`config.mk`:
```
export PLATFORM = sky130hd
export DESIGN_NAME = png_stored_deflate_writer
export DESIGN_NICKNAME = d
export VERILOG_FILES = /design/src/pswd_pkg.sv /design/src/pswd_front.sv /design/src/pswd_back.sv /design/src/png_stored_deflate_writer.sv
export SDC_FILE = /design/constraint.sdc
export NUM_CORES = 2
export LEC_CHECK = 0
export BUFFER_PORTS_ARGS = -buffer_cell sky130_fd_sc_hd__clkbuf_2
export CAP_MARGIN = 20
export CORE_AREA = 4 4 256 359
export CTS_CLUSTER_SIZE = 16
export DETAILED_ROUTE_END_ITERATION = 10
export DIE_AREA = 0 0 260 363
export MAX_ROUTING_LAYER = met4
export PLACE_DENSITY = 0.57
export SETUP_SLACK_MARGIN = 0.4
export SLEW_MARGIN = 20
export SYNTH_ARGS = -nofsm -noshare
export SYNTH_HDL_FRONTEND = slang
export SYNTH_SLANG_ARGS = --single-unit
```
`constraint.sdc`:
```
create_clock -name clock -period 7.94 [get_ports clock]
set_input_delay 0.397 -clock clock [delete_from_list [all_inputs] [get_ports clock]]
set_output_delay 0.397 -clock clock [all_outputs]
set_load 0.02 [all_outputs]
```
`src/pswd_pkg.sv`:
```
// shared types, constants and byte tables of the stored-deflate png writer
// no dependencies
package pswd_pkg;

   localparam int MAX_WIDTH_DEF   = 4096;
   localparam int MAX_HEIGHT_DEF  = 4096;
   localparam int BLOCK_BYTES_DEF = 65535;
   localparam int QUEUE_DEPTH     = 4;
   localparam int CFG_W           = 13;

   localparam logic [31:0] CRC_POLY = 32'hEDB88320;
   localparam logic [31:0] ALL_ONES = 32'hFFFFFFFF;
   localparam logic [16:0] ADLER_MOD = 17'd65521;

   // byte positions inside the file header and the trailer
   localparam logic [5:0] HDR_IHDR_TAG = 6'd12;
   localparam logic [5:0] HDR_IHDR_CRC = 6'd29;
   localparam logic [5:0] HDR_IDAT_LEN = 6'd33;
   localparam logic [5:0] HDR_IDAT_TAG = 6'd37;
   localparam logic [5:0] HDR_LAST     = 6'd42;
   localparam logic [5:0] TRL_CRC      = 6'd4;
   localparam logic [5:0] TRL_IEND     = 6'd8;
   localparam logic [5:0] TRL_LAST     = 6'd19;
   localparam logic [2:0] RAW_ALPHA    = 3'd4;
   localparam logic [5:0] CALL_LIMIT   = 6'd53;

   // register indexes
   localparam logic REG_WIDTH  = 1'b0;
   localparam logic REG_HEIGHT = 1'b1;

   typedef struct packed {
      logic [7:0] alpha;
      logic [7:0] blue;
      logic [7:0] green;
      logic [7:0] red;
   } pixel_type;

   typedef enum logic [4:0] {
      ST_IDLE = 5'b00001,
      ST_HDR  = 5'b00010,
      ST_BHDR = 5'b00100,
      ST_RAW  = 5'b01000,
      ST_TRL  = 5'b10000
   } state_type;

   function automatic logic [31:0] crc_byte(input logic [31:0] crc, input logic [7:0] b);
      logic [31:0] c;
      c = crc ^ {24'd0, b};
      for (int k = 0; k < 8; k++) begin
         c = c[0] ? (CRC_POLY ^ (c >> 1)) : (c >> 1);
      end
      return c;
   endfunction

   // fixed bytes of the header, variable positions read as zero
   function automatic logic [7:0] hdr_const(input logic [5:0] idx);
      logic [7:0] v;
      case (idx)
         6'd0:    v = 8'h89;
         6'd1:    v = 8'h50;
         6'd2:    v = 8'h4E;
         6'd3:    v = 8'h47;
         6'd4:    v = 8'h0D;
         6'd5:    v = 8'h0A;
         6'd6:    v = 8'h1A;
         6'd7:    v = 8'h0A;
         6'd11:   v = 8'h0D;
         6'd12:   v = 8'h49;
         6'd13:   v = 8'h48;
         6'd14:   v = 8'h44;
         6'd15:   v = 8'h52;
         6'd24:   v = 8'h08;
         6'd25:   v = 8'h06;
         6'd37:   v = 8'h49;
         6'd38:   v = 8'h44;
         6'd39:   v = 8'h41;
         6'd40:   v = 8'h54;
         6'd41:   v = 8'h78;
         6'd42:   v = 8'h01;
         default: v = 8'h00;
      endcase
      return v;
   endfunction

   // iend chunk, trailer positions 8 to 19
   function automatic logic [7:0] iend_byte(input logic [5:0] idx);
      logic [7:0] v;
      case (idx)
         6'd12:   v = 8'h49;
         6'd13:   v = 8'h45;
         6'd14:   v = 8'h4E;
         6'd15:   v = 8'h44;
         6'd16:   v = 8'hAE;
         6'd17:   v = 8'h42;
         6'd18:   v = 8'h60;
         6'd19:   v = 8'h82;
         default: v = 8'h00;
      endcase
      return v;
   endfunction

endpackage

```
`src/pswd_front.sv`:
```
// front end: pixel intake queue between the stream input and the byte engine
// depends on pswd_pkg
module pswd_front
   import pswd_pkg::*;
(
   input  logic      clock,
   input  logic      reset,
   input  logic      in_valid,
   output logic      in_ready,
   input  pixel_type in_pixel,
   output logic      out_valid,
   input  logic      out_ready,
   output pixel_type out_pixel
);
   localparam int PW = $clog2(QUEUE_DEPTH);
   localparam int CW = $clog2(QUEUE_DEPTH + 1);

   pixel_type         mem_ff [QUEUE_DEPTH];
   logic [PW-1:0]     wr_ff, wr_in, rd_ff, rd_in;
   logic [CW-1:0]     cnt_ff, cnt_in;
   logic              push, pop;

   assign in_ready  = (cnt_ff != CW'(QUEUE_DEPTH));
   assign out_valid = (cnt_ff != '0);
   assign out_pixel = mem_ff[rd_ff];
   assign push      = in_valid && in_ready;
   assign pop       = out_valid && out_ready;

   always_comb begin
      wr_in  = push ? PW'(wr_ff + PW'(1)) : wr_ff;
      rd_in  = pop ? PW'(rd_ff + PW'(1)) : rd_ff;
      cnt_in = CW'(cnt_ff + CW'(push) - CW'(pop));
   end

   always_ff @(posedge clock) begin
      if (reset) begin
         wr_ff  <= '0;
         rd_ff  <= '0;
         cnt_ff <= '0;
      end else begin
         wr_ff  <= wr_in;
         rd_ff  <= rd_in;
         cnt_ff <= cnt_in;
      end
      if (push) begin
         mem_ff[wr_ff] <= in_pixel;
      end
   end
endmodule

```
`src/pswd_back.sv`:
```
// back end: byte engine that sequences header, block headers, raw bytes and trailer
// depends on pswd_pkg
module pswd_back
   import pswd_pkg::*;
#(
   parameter int MAX_WIDTH   = MAX_WIDTH_DEF,
   parameter int MAX_HEIGHT  = MAX_HEIGHT_DEF,
   parameter int BLOCK_BYTES = BLOCK_BYTES_DEF
) (
   input  logic             clock,
   input  logic             reset,
   input  logic [CFG_W-1:0] cfg_width,
   input  logic [CFG_W-1:0] cfg_height,
   input  logic             q_valid,
   output logic             q_ready,
   input  pixel_type        q_pixel,
   output logic             rsp_tvalid,
   input  logic             rsp_tready,
   output logic [7:0]       rsp_tdata,
   output logic             rsp_tlast,
   output logic             rsp_tuser
);
   localparam int WW    = $clog2(MAX_WIDTH + 1);
   localparam int HW    = $clog2(MAX_HEIGHT + 1);
   localparam int RAW_W = $clog2(MAX_HEIGHT * (4 * MAX_WIDTH + 1) + 1);
   localparam int NUM_W = RAW_W + 1;
   // reciprocal of the block size, exact for every numerator below 2**NUM_W
   localparam int SH    = NUM_W + $clog2(BLOCK_BYTES);
   localparam logic [NUM_W:0] RECIP =
      (NUM_W+1)'(((64'd1 << SH) + 64'(BLOCK_BYTES) - 64'd1) / 64'(BLOCK_BYTES));

   state_type         st_ff, st_in;
   logic [5:0]        idx_ff, idx_in;
   logic [2:0]        rsel_ff, rsel_in;
   logic [5:0]        call_ff, call_in;
   logic              hold_ff, hold_in;
   logic              hdr_done_ff, hdr_done_in;
   logic [WW-1:0]     fw_ff, fw_in, col_ff, col_in;
   logic [HW-1:0]     fh_ff, fh_in, row_ff, row_in;
   pixel_type         px_ff, px_in;
   logic [15:0]       alo_ff, alo_in, ahi_ff, ahi_in;
   logic [31:0]       crc_ff, crc_in;
   logic [15:0]       blk_ff, blk_in;
   logic [RAW_W-1:0]  rleft_ff, rleft_in;
   logic              ov_ff, ov_in, ol_ff, ol_in, oe_ff, oe_in;
   logic [7:0]        ob_ff, ob_in;

   // size product and block count
   logic              mul_go_ff, mul_go_in;
   logic              dload_ff;
   logic              dmul_ff;
   logic              lgo_ff, lok_ff, lok_in;
   logic [RAW_W-1:0]  raw_ff;
   logic [NUM_W-1:0]  num_ff;
   logic [NUM_W-1:0]  dq_ff;
   logic [2*NUM_W:0]  prod;
   logic [31:0]       len_ff;

   logic [7:0]        bval;
   logic              want, fire, covered, restart, last_px, eof, pop;
   logic [15:0]       bn;
   logic [WW-1:0]     cw;
   logic [HW-1:0]     ch;
   logic [31:0]       w32, h32;
   logic [16:0]       lo_s, lo_n, hi_s, hi_n;

   // clamp of the size registers
   always_comb begin
      if (cfg_width == '0) begin
         cw = WW'(1);
      end else if (32'(cfg_width) > 32'(MAX_WIDTH)) begin
         cw = WW'(MAX_WIDTH);
      end else begin
         cw = WW'(cfg_width);
      end
      if (cfg_height == '0) begin
         ch = HW'(1);
      end else if (32'(cfg_height) > 32'(MAX_HEIGHT)) begin
         ch = HW'(MAX_HEIGHT);
      end else begin
         ch = HW'(cfg_height);
      end
   end

   assign w32 = 32'(fw_ff);
   assign h32 = 32'(fh_ff);
   assign bn  = (rleft_ff < RAW_W'(BLOCK_BYTES)) ? 16'(rleft_ff) : 16'(BLOCK_BYTES);
   assign eof = (col_ff == WW'(fw_ff - WW'(1))) && (row_ff == HW'(fh_ff - HW'(1)));

   // byte selection
   always_comb begin
      bval    = 8'h00;
      want    = 1'b0;
      covered = 1'b0;
      restart = 1'b0;
      last_px = 1'b0;
      case (st_ff)
         ST_HDR: begin
            want = (idx_ff < HDR_IDAT_LEN) || (idx_ff >= HDR_IDAT_TAG) || lok_ff;
            covered = ((idx_ff >= HDR_IHDR_TAG) && (idx_ff < HDR_IHDR_CRC)) ||
                      (idx_ff >= HDR_IDAT_TAG);
            restart = (idx_ff == HDR_IHDR_TAG) || (idx_ff == HDR_IDAT_TAG);
            case (idx_ff)
               6'd16:   bval = w32[31:24];
               6'd17:   bval = w32[23:16];
               6'd18:   bval = w32[15:8];
               6'd19:   bval = w32[7:0];
               6'd20:   bval = h32[31:24];
               6'd21:   bval = h32[23:16];
               6'd22:   bval = h32[15:8];
               6'd23:   bval = h32[7:0];
               6'd29:   bval = ~crc_ff[31:24];
               6'd30:   bval = ~crc_ff[23:16];
               6'd31:   bval = ~crc_ff[15:8];
               6'd32:   bval = ~crc_ff[7:0];
               6'd33:   bval = len_ff[31:24];
               6'd34:   bval = len_ff[23:16];
               6'd35:   bval = len_ff[15:8];
               6'd36:   bval = len_ff[7:0];
               default: bval = hdr_const(idx_ff);
            endcase
         end
         ST_BHDR: begin
            want    = 1'b1;
            covered = 1'b1;
            case (idx_ff)
               6'd0:    bval = {7'd0, (rleft_ff <= RAW_W'(BLOCK_BYTES))};
               6'd1:    bval = bn[7:0];
               6'd2:    bval = bn[15:8];
               6'd3:    bval = ~bn[7:0];
               default: bval = ~bn[15:8];
            endcase
         end
         ST_RAW: begin
            want    = (blk_ff != '0);
            covered = 1'b1;
            last_px = (rsel_ff == RAW_ALPHA) && !eof;
            case (rsel_ff)
               3'd1:    bval = px_ff.red;
               3'd2:    bval = px_ff.green;
               3'd3:    bval = px_ff.blue;
               3'd4:    bval = px_ff.alpha;
               default: bval = 8'h00;
            endcase
         end
         ST_TRL: begin
            want    = 1'b1;
            covered = (idx_ff < TRL_CRC);
            last_px = (idx_ff == TRL_LAST);
            case (idx_ff)
               6'd0:    bval = ahi_ff[15:8];
               6'd1:    bval = ahi_ff[7:0];
               6'd2:    bval = alo_ff[15:8];
               6'd3:    bval = alo_ff[7:0];
               6'd4:    bval = ~crc_ff[31:24];
               6'd5:    bval = ~crc_ff[23:16];
               6'd6:    bval = ~crc_ff[15:8];
               6'd7:    bval = ~crc_ff[7:0];
               default: bval = iend_byte(idx_ff);
            endcase
         end
         default: begin
            want = 1'b0;
         end
      endcase
   end

   assign fire    = want && !hold_ff && (!ov_ff || rsp_tready);
   assign q_ready = (st_ff == ST_IDLE) || hold_ff;
   assign pop     = q_valid && q_ready;

   // adler sums
   always_comb begin
      lo_s = 17'(alo_ff) + 17'(bval);
      lo_n = (lo_s >= ADLER_MOD) ? 17'(lo_s - ADLER_MOD) : lo_s;
      hi_s = 17'(ahi_ff) + lo_n;
      hi_n = (hi_s >= ADLER_MOD) ? 17'(hi_s - ADLER_MOD) : hi_s;
   end

   always_comb begin
      st_in       = st_ff;
      idx_in      = idx_ff;
      rsel_in     = rsel_ff;
      call_in     = call_ff;
      hold_in     = hold_ff;
      hdr_done_in = hdr_done_ff;
      fw_in       = fw_ff;
      fh_in       = fh_ff;
      col_in      = col_ff;
      row_in      = row_ff;
      px_in       = px_ff;
      alo_in      = alo_ff;
      ahi_in      = ahi_ff;
      crc_in      = crc_ff;
      blk_in      = blk_ff;
      rleft_in    = rleft_ff;
      mul_go_in   = 1'b0;
      lok_in      = lgo_ff ? 1'b1 : lok_ff;
      ov_in       = (ov_ff && !rsp_tready) ? 1'b1 : 1'b0;
      ob_in       = ob_ff;
      ol_in       = ol_ff;
      oe_in       = oe_ff;

      if (pop) begin
         call_in = '0;
         if (hold_ff) begin
            // held bytes resume, this pixel is dropped
            hold_in = 1'b0;
         end else begin
            px_in = q_pixel;
            if (!hdr_done_ff) begin
               fw_in     = cw;
               fh_in     = ch;
               st_in     = ST_HDR;
               idx_in    = '0;
               mul_go_in = 1'b1;
               lok_in    = 1'b0;
            end else begin
               st_in   = ST_RAW;
               rsel_in = (col_ff == '0) ? 3'd0 : 3'd1;
            end
         end
      end

      if ((st_ff == ST_RAW) && (blk_ff == '0)) begin
         st_in  = ST_BHDR;
         idx_in = '0;
      end

      if (fire) begin
         ov_in   = 1'b1;
         ob_in   = bval;
         oe_in   = (st_ff == ST_TRL) && (idx_ff == TRL_LAST);
         ol_in   = last_px || (call_ff == CALL_LIMIT - 6'd1);
         call_in = 6'(call_ff + 6'd1);
         if (!last_px && (call_ff == CALL_LIMIT - 6'd1)) begin
            hold_in = 1'b1;
         end
         if (covered) begin
            crc_in = crc_byte(restart ? ALL_ONES : crc_ff, bval);
         end
         case (st_ff)
            ST_HDR: begin
               if (idx_ff == HDR_LAST) begin
                  st_in       = ST_RAW;
                  rsel_in     = '0;
                  rleft_in    = raw_ff;
                  blk_in      = '0;
                  hdr_done_in = 1'b1;
                  alo_in      = 16'd1;
                  ahi_in      = 16'd0;
                  col_in      = '0;
                  row_in      = '0;
               end else begin
                  idx_in = 6'(idx_ff + 6'd1);
               end
            end
            ST_BHDR: begin
               if (idx_ff == 6'd4) begin
                  st_in  = ST_RAW;
                  blk_in = bn;
               end else begin
                  idx_in = 6'(idx_ff + 6'd1);
               end
            end
            ST_RAW: begin
               alo_in   = lo_n[15:0];
               ahi_in   = hi_n[15:0];
               blk_in   = 16'(blk_ff - 16'd1);
               rleft_in = (rleft_ff != '0) ? RAW_W'(rleft_ff - RAW_W'(1)) : rleft_ff;
               if (rsel_ff == RAW_ALPHA) begin
                  if (col_ff == WW'(fw_ff - WW'(1))) begin
                     col_in = '0;
                     row_in = HW'(row_ff + HW'(1));
                  end else begin
                     col_in = WW'(col_ff + WW'(1));
                  end
                  if (eof) begin
                     st_in  = ST_TRL;
                     idx_in = '0;
                  end else begin
                     st_in = ST_IDLE;
                  end
               end else begin
                  rsel_in = 3'(rsel_ff + 3'd1);
               end
            end
            ST_TRL: begin
               if (idx_ff == TRL_LAST) begin
                  st_in       = ST_IDLE;
                  hdr_done_in = 1'b0;
                  col_in      = '0;
                  row_in      = '0;
                  blk_in      = '0;
                  rleft_in    = '0;
                  alo_in      = 16'd1;
                  ahi_in      = 16'd0;
                  crc_in      = ALL_ONES;
               end else begin
                  idx_in = 6'(idx_ff + 6'd1);
               end
            end
            default: begin
               st_in = st_ff;
            end
         endcase
      end
   end

   always_ff @(posedge clock) begin
      if (reset) begin
         st_ff       <= ST_IDLE;
         idx_ff      <= '0;
         rsel_ff     <= '0;
         call_ff     <= '0;
         hold_ff     <= 1'b0;
         hdr_done_ff <= 1'b0;
         fw_ff       <= WW'(1);
         fh_ff       <= HW'(1);
         col_ff      <= '0;
         row_ff      <= '0;
         alo_ff      <= 16'd1;
         ahi_ff      <= 16'd0;
         crc_ff      <= ALL_ONES;
         blk_ff      <= '0;
         rleft_ff    <= '0;
         ov_ff       <= 1'b0;
         mul_go_ff   <= 1'b0;
         lok_ff      <= 1'b0;
      end else begin
         st_ff       <= st_in;
         idx_ff      <= idx_in;
         rsel_ff     <= rsel_in;
         call_ff     <= call_in;
         hold_ff     <= hold_in;
         hdr_done_ff <= hdr_done_in;
         fw_ff       <= fw_in;
         fh_ff       <= fh_in;
         col_ff      <= col_in;
         row_ff      <= row_in;
         alo_ff      <= alo_in;
         ahi_ff      <= ahi_in;
         crc_ff      <= crc_in;
         blk_ff      <= blk_in;
         rleft_ff    <= rleft_in;
         ov_ff       <= ov_in;
         mul_go_ff   <= mul_go_in;
         lok_ff      <= lok_in;
      end
      px_ff <= px_in;
      ob_ff <= ob_in;
      ol_ff <= ol_in;
      oe_ff <= oe_in;
   end

   // raw size, rounded-up numerator, block count by reciprocal multiply, length
   assign prod = (2*NUM_W+1)'(num_ff) * (2*NUM_W+1)'(RECIP);

   always_ff @(posedge clock) begin
      if (reset) begin
         dload_ff <= 1'b0;
         dmul_ff  <= 1'b0;
         lgo_ff   <= 1'b0;
      end else begin
         dload_ff <= mul_go_ff;
         dmul_ff  <= dload_ff;
         lgo_ff   <= dmul_ff;
      end
      if (mul_go_ff) begin
         raw_ff <= RAW_W'(RAW_W'(fh_ff) * RAW_W'({fw_ff, 2'b01}));
      end
      if (dload_ff) begin
         num_ff <= NUM_W'(NUM_W'(raw_ff) + NUM_W'(BLOCK_BYTES - 1));
      end
      if (dmul_ff) begin
         dq_ff <= NUM_W'(prod >> SH);
      end
      if (lgo_ff) begin
         len_ff <= 32'd6 + 32'(raw_ff) + (32'(dq_ff) << 2) + 32'(dq_ff);
      end
   end

   assign rsp_tvalid = ov_ff;
   assign rsp_tdata  = ob_ff;
   assign rsp_tlast  = ol_ff;
   assign rsp_tuser  = oe_ff;
endmodule

```
`src/png_stored_deflate_writer.sv`:
```
// top level of the stored-deflate rgba8 png writer
// depends on pswd_pkg, pswd_front and pswd_back
//
// usage:
//  - req channel: one rgba8 pixel per transaction, raster order
//  - rsp channel: the png file, one byte per transaction; tlast marks the
//    last byte caused by a pixel, tuser marks the last byte of the file
//  - csr port: register 0 image width (addr 0), register 1 image height
//    (addr 4); the size is taken at the first pixel of each file
//  - the first pixel of a file emits signature, ihdr, idat length and tag
//    and the zlib header (43 bytes) ahead of its pixel bytes; the last pixel
//    adds adler-32, idat crc and iend (20 bytes)
//  - a pixel gives at most 53 bytes; if it causes more, the rest waits and
//    goes out on the next pixel transaction, whose pixel is discarded
//  - throughput: one byte per cycle while rsp does not stall; a pixel gives its
//    4 bytes (a filter byte ahead at a row start) and leaves the queue once the
//    engine is idle; its bytes pass the pixel register and the output register
//  - the idat length waits on the raw size product and a reciprocal multiply
//    for the block count, registered as product, numerator, quotient and length,
//    hidden behind the first 33 header bytes
//  - a 4-entry pixel queue keeps req open while rsp stalls; a stall only
//    holds the byte engine, no byte is lost
//  - reset: synchronous, clears the queue, the engine and the size registers
//    to 1 x 1
module png_stored_deflate_writer
   import pswd_pkg::*;
#(
   parameter int MAX_WIDTH   = MAX_WIDTH_DEF,
   parameter int MAX_HEIGHT  = MAX_HEIGHT_DEF,
   parameter int BLOCK_BYTES = BLOCK_BYTES_DEF
) (
   input  logic        clock,
   input  logic        reset,
   // pixel stream
   input  logic        req_tvalid,
   output logic        req_tready,
   input  logic [31:0] req_tdata,   // red [7:0], green [15:8], blue [23:16], alpha [31:24]
   // byte stream
   output logic        rsp_tvalid,
   input  logic        rsp_tready,
   output logic [7:0]  rsp_tdata,   // out_byte [7:0]
   output logic        rsp_tlast,
   output logic        rsp_tuser,   // file_end [0]
   // register port
   input  logic        csr_psel,
   input  logic        csr_penable,
   input  logic        csr_pwrite,
   input  logic [2:0]  csr_paddr,
   input  logic [31:0] csr_pwdata,
   output logic [31:0] csr_prdata,
   output logic        csr_pready
);
   logic [CFG_W-1:0] width_ff, height_ff;
   logic             csr_wr;
   logic             q_valid, q_ready;
   pixel_type        q_pixel;

   // register file, write in the access phase
   assign csr_pready = 1'b1;
   assign csr_wr     = csr_psel && csr_penable && csr_pwrite && csr_pready;
   assign csr_prdata = (csr_paddr[2] == REG_HEIGHT) ? 32'(height_ff) : 32'(width_ff);

   always_ff @(posedge clock) begin
      if (reset) begin
         width_ff  <= CFG_W'(1);
         height_ff <= CFG_W'(1);
      end else if (csr_wr) begin
         if (csr_paddr[2] == REG_WIDTH) begin
            width_ff <= csr_pwdata[CFG_W-1:0];
         end else begin
            height_ff <= csr_pwdata[CFG_W-1:0];
         end
      end
   end

   // pixel intake queue
   pswd_front u_front (
      .clock     (clock),
      .reset     (reset),
      .in_valid  (req_tvalid),
      .in_ready  (req_tready),
      .in_pixel  (pixel_type'(req_tdata)),
      .out_valid (q_valid),
      .out_ready (q_ready),
      .out_pixel (q_pixel)
   );

   // byte engine with the output register
   pswd_back #(
      .MAX_WIDTH   (MAX_WIDTH),
      .MAX_HEIGHT  (MAX_HEIGHT),
      .BLOCK_BYTES (BLOCK_BYTES)
   ) u_back (
      .clock      (clock),
      .reset      (reset),
      .cfg_width  (width_ff),
      .cfg_height (height_ff),
      .q_valid    (q_valid),
      .q_ready    (q_ready),
      .q_pixel    (q_pixel),
      .rsp_tvalid (rsp_tvalid),
      .rsp_tready (rsp_tready),
      .rsp_tdata  (rsp_tdata),
      .rsp_tlast  (rsp_tlast),
      .rsp_tuser  (rsp_tuser)
   );
endmodule

```
==> impl_metrics.env <==
export IMPL_outcome="finished clean"
export IMPL_ys_flop_type="edfxtp_1"
export IMPL_ys_top_cells_by_count="370 x nand2_1, 329 x nor2_1, 275 x inv_1"
export IMPL_met2_usage=0.405
export IMPL_netlist_instances=3700
export IMPL_setup_violations=0
export IMPL_pin_count=119
export IMPL_grt_max_degree=71
export IMPL_wl_per_cell_microns=20.9
export IMPL_fin_worst_skew_ns=0.0565
export IMPL_avgViaCountPerCell=5.53
export IMPL_cp_num_buf_inv=5
export IMPL_final_hold_violation_count=0
export IMPL_dieArea_sq_mm=0.0944
export IMPL_syn_avg_cell_area_sq_um=9.53
export IMPL_wl_microns=108000
export IMPL_slowest_stage="or4_4"
export IMPL_grt_use_met1=0.269
export IMPL_grt_busiest_layer="met2"
export IMPL_maxCapViolations=0
export IMPL_firstDrtPassIters=5
export IMPL_r2r_cells=34
export IMPL_r2r_end="u_back.ahi_ff[1]"
export IMPL_gr_total_overflow=0
export IMPL_final_layout_size_suffix_gt1_frac=0.169
export IMPL_period_minus_slack_ns=7.41
export IMPL_reg2reg_slack_ns=0.53
export IMPL_crit_reg2reg_launch="u_back.rleft_ff[22]"
export IMPL_grt_usage=0.232
export IMPL_nNetsFinal=4431
export IMPL_timing_hold_ws_ns=0.0935
export IMPL_vias=28700
export IMPL_worst_slew_pin_slew_ns=1.06
export IMPL_htree_num_levels=2
export IMPL_crit_path_end="u_back.ahi_ff[1]"
export IMPL_crit_type="reg2reg"
export IMPL_port_buffers=77
export IMPL_area_delta_synth_final_pct=17.8
export IMPL_synth_seq_cells=502
export IMPL_drtIter0Drc=1886
export IMPL_synth_async_reset_ratio=0
export IMPL_arrival_ns=7.96
export IMPL_die_height_microns=363
export IMPL_slowest_delay_ns=0.59
export IMPL_yosysTopAreaCell="edfxtp_1"
export IMPL_worst_path_max_fanout=6
export IMPL_cts_root_buf="clkbuf_16"
export IMPL_finalWeightedCongestion=0.991
export IMPL_cts_buffer_depth=3
export IMPL_yosys_warnings=0
export IMPL_rsz0062_at_grt="true"
export IMPL_synth_distinct_cells=104
export IMPL_path_depth=34
export IMPL_worst_slack_ns=0.529
export IMPL_startpoint="u_back.rleft_ff[22]"
export IMPL_synthTopCellsByArea="edfxtp_1 23%, dfxtp_1 13%, ha_1 8.9%"
export IMPL_met3_usage=0.0241
export IMPL_start_util=0.399
export IMPL_antenna_found_initial=2
export IMPL_synth_most_common_cell="nand2_1"
export IMPL_drtAntennaViolNets=0
export IMPL_grt_pass1_wl_microns=166000
export IMPL_cpMostUsedCell="buf_4"
export IMPL_die_x_microns=260
export IMPL_synth_top_cell_area_share=0.227
export IMPL_grt_pass1_vias=28800
export IMPL_pre_cts_slack_ns=-0.00530
export IMPL_synth_edff_count=267
export IMPL_worst_path_dominant_cell_family="simple AND/OR/NAND/NOR gates"
export IMPL_slew_headroom=0.291
export IMPL_ir_drop_v=0.000241
export IMPL_core_area_sq_mm=0.0883
export IMPL_path_clk_slew_ns=0.06
export IMPL_crit_path_start_kind="flip-flop"
export IMPL_worstSkewPairLatency_ns=0.66
export IMPL_fmax_ghz=0.135
export IMPL_power_mw=7.97
export IMPL_numCtsBuffers=52
export IMPL_cts_tree="yes"
export IMPL_worstHoldPathType="in2reg"
export IMPL_cts_sinks=502
export IMPL_yosysSeqAreaShare=0.361
export IMPL_period_share=0.933
export IMPL_post_route_drc_count=0
export IMPL_report_final_slew_viol_count=0
export IMPL_p_leak_nw=17.1
export IMPL_cp_required_ns=8.49
export IMPL_dp_hpwl_microns=82500
export IMPL_powerDensity_mw_per_mm2=192
export IMPL_end_kind="flip-flop"
export IMPL_fill_cells=8366
export IMPL_rows=129
export IMPL_syn_area_sq_mm=0.0353
[sequential cells by signal, indices dropped and copies added, names as in the netlist, 3 cells and up, named ones only]
name / cells
u_back.crc_ff: 32
u_back.alo_ff: 16
u_back.rleft_ff: 27
u_back.col_ff: 13
u_back.num_ff: 28
u_back.idx_ff: 6
width_ff: 13
u_back.blk_ff: 16
u_back.row_ff: 13
u_back.len_ff: 29
u_back.fh_ff: 13
u_back.px_ff: 32
u_back.call_ff: 6
u_back.dq_ff: 13
u_front.cnt_ff: 3
u_back.rsp_tdata: 8
u_front.mem_ff: 128
u_back.fw_ff: 13
u_back.st_ff: 5
u_back.raw_ff: 27
u_back.ahi_ff: 16
height_ff: 13
u_back.rsel_ff: 3
[placed cells by master (no fill, tap or decap), types with 19 or more instances in the layout]
cell and count:
a31oi_1 21, o211ai_1 19, ha_1 240, o21ai_0 102
nand3b_1 24, dfxtp_1 223, inv_1 271, edfxtp_1 267
xor2_1 109, nand2_1 368, mux2i_1 24, clkbuf_16 54
nor2b_1 23, nor3_1 75, nand3_1 84, or3_1 34
nand2b_1 24, mux4_2 33, conb_1 21, a22o_1 33
a21o_1 27, o22ai_1 35, and2_1 92, a22oi_1 23
dlygate4sd3_1 42, buf_4 274, fa_1 145, nor4_1 38
nor2_1 319, a21oi_1 192, and3_1 38, nand4_1 33
xnor2_1 143, clkbuf_2 81
[metrics by stage]
stage,util,setup TNS (ns),std cells,area (sq um)
6_report,0.470,0,5183,41500
5_1_grt,0.470,0,5183,41500
4_1_cts,0.463,0,5160,40800
3_5_place_dp,0.435,-0.00530,5014,38400
3_3_place_gp,0.435,0,5014,38400
2_1_floorplan,-,0,3719,35500
[area by class of cell]
class                   instances  area, sq um  share of cell area
multi-input cells            2719        21400               0.515
clock inverters                20          274             0.00660
well taps                    1179         1480              0.0355
diodes                          1         2.50           0.0000602
clock buffers                  77         1510              0.0364
flip-flops and latches        502        12700               0.307
repair buffers                409         3100              0.0746
inverters                     276         1040              0.0250
[power by group]
part | leakage, nW | switching [mW] | internal (mW)
logic | 11.9 | 1.27 | 0.843
registers | 4.35 | 0.204 | 3.11
clock network | 0.875 | 1.09 | 1.46
total | 17.1 | 2.56 | 5.42
[worst min path at each step]
stage	startpoint	end	depth (start not counted)
2_1_floorplan	u_back.fh_ff[0]	u_back.raw_ff[0]	0
3_3_place_gp	u_back.blk_ff[6]	u_back.blk_ff[6]	2
3_5_place_dp	u_back.blk_ff[6]	u_back.blk_ff[6]	2
4_1_cts	csr_pwdata[9]	height_ff[9]	3
5_1_grt	csr_pwdata[5]	width_ff[5]	3
6_report	csr_pwdata[9]	height_ff[9]	3
[worst min-delay path: cells and delay by family]
family          cells  cell delay (ns)
simple gates        1             0.07
buf+inv             1             0.14
compound gates      1             0.05
[cells by family (layout without fill, tap and decap cells)]
logic type      after synthesis  count (layout)  share of synthesized area
xor+xnor                    264             264                     0.0681
compound gates              697             697                      0.133
simple gates               1262            1262                      0.175
buf+inv                     498             782                     0.0565
flops                       502             502                      0.361
mux                          77              77                     0.0341
other cells                   2              22                   0.000213
fa+ha+maj                   398             398                      0.172
[metal layers]
metal,vias up,share of wire
met2,866,0.51
met1,14000,0.39
li1,13600,-
met4,0,0.053
met5,-,0
met3,282,0.044
[what timing repair did]
item,4_1_cts,5_1_grt
gates cloned,0,1
setup buffers,7,21
pin swaps,15,38
endpoints found under the setup margin,16,16
hold buffers,42,0
endpoints found under the hold margin,147,0
resized for setup,43,111
No activity file was read; power rests on OpenSTA's default activity.
